<file path="src/tqdt_pkg.sv">
// Types and constants of the tandem queue departure-time block
package tqdt_pkg;

  localparam int TIME_W    = 48;
  localparam int SVC_W     = 32;
  localparam int CFG_W     = 7;
  localparam int CFG_IDX_W = 1;

  localparam logic [TIME_W-1:0] TIME_MAX = '1;

  typedef enum logic [CFG_IDX_W-1:0] {
    REG_BUFFER_FIRST  = 1'b0,
    REG_BUFFER_SECOND = 1'b1
  } cfg_reg_t;

  typedef struct packed {
    logic [SVC_W-1:0] service_one;
    logic [SVC_W-1:0] service_two;
    logic [SVC_W-1:0] service_three;
    logic             new_run;
  } in_word_t;

  typedef struct packed {
    logic [TIME_W-1:0] depart_one;
    logic [TIME_W-1:0] depart_two;
    logic [TIME_W-1:0] depart_three;
    logic              overflow;
  } out_word_t;

  // previous departures and look-back values handed to the datapath
  typedef struct packed {
    logic [TIME_W-1:0] last_one;
    logic [TIME_W-1:0] last_two;
    logic [TIME_W-1:0] last_three;
    logic [TIME_W-1:0] look_two;
    logic [TIME_W-1:0] look_three;
  } history_t;

endpackage

</file>
<file path="src/tqdt_calc.sv">
// Departure-time datapath: saturating adds and blocking compares of one job
module tqdt_calc
  import tqdt_pkg::*;
(
  input  in_word_t  job,
  input  history_t  hist,
  output out_word_t res
);

  logic [TIME_W:0]   sum_one, sum_two, sum_three;
  logic [TIME_W-1:0] done_one, done_two;
  logic [TIME_W-1:0] d1, start_two, d2, start_three, d3;

  always_comb begin
    // stage one: own completion, then held by stage two further down
    sum_one  = {1'b0, hist.last_one} + {{(TIME_W+1-SVC_W){1'b0}}, job.service_one};
    done_one = sum_one[TIME_W] ? TIME_MAX : sum_one[TIME_W-1:0];
    d1       = (done_one > hist.look_two) ? done_one : hist.look_two;

    // stage two: wait for own previous departure, then blocked by stage three
    start_two = (hist.last_two > d1) ? hist.last_two : d1;
    sum_two   = {1'b0, start_two} + {{(TIME_W+1-SVC_W){1'b0}}, job.service_two};
    done_two  = sum_two[TIME_W] ? TIME_MAX : sum_two[TIME_W-1:0];
    d2        = (done_two > hist.look_three) ? done_two : hist.look_three;

    // stage three: never blocked
    start_three = (hist.last_three > d2) ? hist.last_three : d2;
    sum_three   = {1'b0, start_three} + {{(TIME_W+1-SVC_W){1'b0}}, job.service_three};
    d3          = sum_three[TIME_W] ? TIME_MAX : sum_three[TIME_W-1:0];

    res.depart_one   = d1;
    res.depart_two   = d2;
    res.depart_three = d3;
    res.overflow     = sum_one[TIME_W] | sum_two[TIME_W] | sum_three[TIME_W];
  end

endmodule

</file>
<file path="config.mk">
export PLATFORM = sky130hd
export DESIGN_NAME = tqdt_calc
export DESIGN_NICKNAME = d
export VERILOG_FILES = /design/src/tqdt_pkg.sv /design/src/tqdt_calc.sv
export SDC_FILE = /design/constraint.sdc
export NUM_CORES = 1
export LEC_CHECK = 0
export BUFFER_PORTS_ARGS = -buffer_cell sky130_fd_sc_hd__buf_2
export CAP_MARGIN = 5
export CORE_ASPECT_RATIO = 1.25
export CORE_MARGIN = 1.5
export CORE_UTILIZATION = 30
export DETAILED_ROUTE_END_ITERATION = 6
export GPL_TIMING_DRIVEN = 0
export MAX_ROUTING_LAYER = met4
export SLEW_MARGIN = 10
export SYNTH_ARGS = -nofsm -noshare
export SYNTH_HDL_FRONTEND = slang
export SYNTH_SLANG_ARGS = --single-unit
</file>
<file path="constraint.sdc">
create_clock -name vclk -period 65.5
set_clock_uncertainty 0.05 [all_clocks]
set_input_delay 19.65 -clock vclk [all_inputs]
set_output_delay 19.65 -clock vclk [all_outputs]
set_load 0.005 [all_outputs]
</file>
==> metrics <==
status finished clean; Final Max Tran Viols 0; first-pass GRT wire length 95.4 mm; Remaining Overflow, GRT 0; Seq Cell Count 0; Syn. warnings 0; Initial Utilization 30.4%; Worst Hold Class input pin to output pin; footprint of the multi-input gates 13200 µm²; Crit-path slowest cell o21ai_0; Non-Filler Cell Area, Final 17700 µm²; Final Cycle Share 97.5%; largest area contributor in the netlist ha_1; Finish-stage setup viols 0; final WL 65.2 mm; Worst EP arrival 44.18 ns; fill count 5202; cell area after synthesis 14300 µm²; register area 0 µm²; Hold Vio Cnt, Final 0; PortBufs 481; gpl congestion 0.957; die area 49000 µm²; Mean Syn Cell Area 6.62 µm²; most frequent cell after synthesis nand2_1; Post-DRT Antenna Nets 0; Synth Net Count 2787; Seq/Total Area, Yosys 0%; # IOs 482; CP required 45.80 ns; clk_buf instances 0; hold path depth 3; Initial DRC Count 846; Vias 17500; Chip Width 198 µm; PwrDens 33.4 nW/µm²; LEAKAGE 9.46 nW; Area growth syn-to-layout 24.1%; drt via density 5.32; initial antenna violation count 17; fraction of layout cells with a size suffix above 1 24.7%; final hold slack 39.63 ns; synth top area cells ha_1 25%, nand2_1 8.0%, inv_1 6.3%; wire per inst 19.8 µm; Initial DRT Pass Iterations 5; crit end category output pin; Peak Freq 0.0157 GHz; post-synth cell types 93; CP Max Fanout 16; fin cells 3295; DP HPWL 58.8 mm; worst vdd ir 0.0101 mV; largest net degree at the start of global routing 17; Worst-Margin Slew 1.08 ns; Max Cap Viol 0; Cell Area, Placed 17500 µm²; number of global-route vias before repair 17300; Slew HR 28.1%; most frequent cells after synthesis 305 x nand2_1, 289 x ha_1, 241 x inv_1; layout net count 3269; crit-path most repeated cell o21ai_0; RSZ-0062 raised after global routing false; Tmin final 63.88 ns; share of the synthesized area in the top cell type 25.3%; Hold Buf Count CTS 0; Core ar. 47100 µm²; total design power 0.593 mW; # DRC 0; gate count after technology mapping 2158; All-Layer GR Usage 25.8%; slowest stage delay, CP 0.54 ns; DIE HEIGHT 247 µm; Setup Crit Path Kind input pin to output pin; FP Rows 89; Critical Path Start Type input pin; placed insts 3276
-- power breakdown --
group | switching, mW | leakage, nW | internal (mW)
Combinational | 0.345 | 9.46 | 0.248
Clock | 0 | 0.000127 | 0.0000000410
Sequential | 0 | 0 | 0
Total | 0.345 | 9.46 | 0.248
-- through the flow --
step / utilization, % / setup slack, ns / TNS [ns]
after floorplan: - / 5.28 / 0
after global placement: 37.2 / -3.84 / -181.24
after detailed placement: 37.2 / -3.97 / -187.47
after CTS: 37.4 / 0.0234 / 0
after global routing: 37.6 / 0.0120 / 0
final: 37.7 / 1.62 / 0
-- critical path, delay by kind of cell --
family	cells	cell delay, ns
multiplexers	1	0.28
AND/OR/NAND/NOR	19	3.21
buffers and inverters	24	5.20
AO/OA/AOI/OAI	56	12.88
adder cells (fa/ha/maj)	9	2.87
-- what timing repair did --
| action | CTS | global route |
|---|---|---|
| buffers inserted | 0 | 2 |
| gates resized for setup | 47 | 28 |
| cloned | 0 | 0 |
| pin swaps | 0 | 2 |
| setup endpoints to repair | 49 | 49 |
-- layout make-up --
| cell class | count | area share, % |
|---|---|---|
| diodes | 20 | 0.282 |
| inverters | 242 | 5.12 |
| well taps | 637 | 4.49 |
| repair buffers | 483 | 13.7 |
| plain buffers | 61 | 2.05 |
| multi-input cells | 1852 | 74.4 |
-- path summary, 6_finish.rpt --
path	startpoint	end	slack, ns
worst min-delay path	hist[46]	res[95]	39.63
worst max-delay path	job[65]	res[39]	1.62
-- cells by family after synthesis --
group / count (synthesis) / synth area share (%)
adders and majority gates: 292 / 25.7
AOI/OAI and AO/OA: 637 / 28.7
muxes: 71 / 5.51
buffers and inverters: 306 / 8.56
xor gates and xnor gates: 117 / 7.17
and+or+nand+nor: 735 / 24.4
-- cells in the final DEF (no fill, tap or decap), types with 8 or more instances in the layout --
cell and instances:
nand2_1 304, a211o_1 8, mux2_2 47, nand4_1 62
xnor2_1 62, a31oi_1 22, or3_1 16, o21bai_1 14
o21ai_1 8, diode_2 20, buf_2 502, clkbuf_2 14
nand2b_1 31, or2_2 10, inv_1 241, o21ai_0 172
nor2_1 129, a21oi_1 169, a211oi_1 29, nand3_1 47
nor2b_1 23, nor3_1 41, ha_1 289, clkbuf_4 9
xor2_1 55, o211ai_1 21, and3_1 15, and4_1 8
a21o_1 67, nor4_1 8, mux2i_1 20, o31a_1 9
o21a_1 25
-- per-layer routing --
layer  up-vias  GRT usage [%]  wire, µm
met5         -              -         0
met4         0           8.19      2260
met3       105           2.17      3090
met2       593           49.5     34100
met1      8079           27.6     25700
li1       8763              -         -
Power figures use the tool's default switching activity.
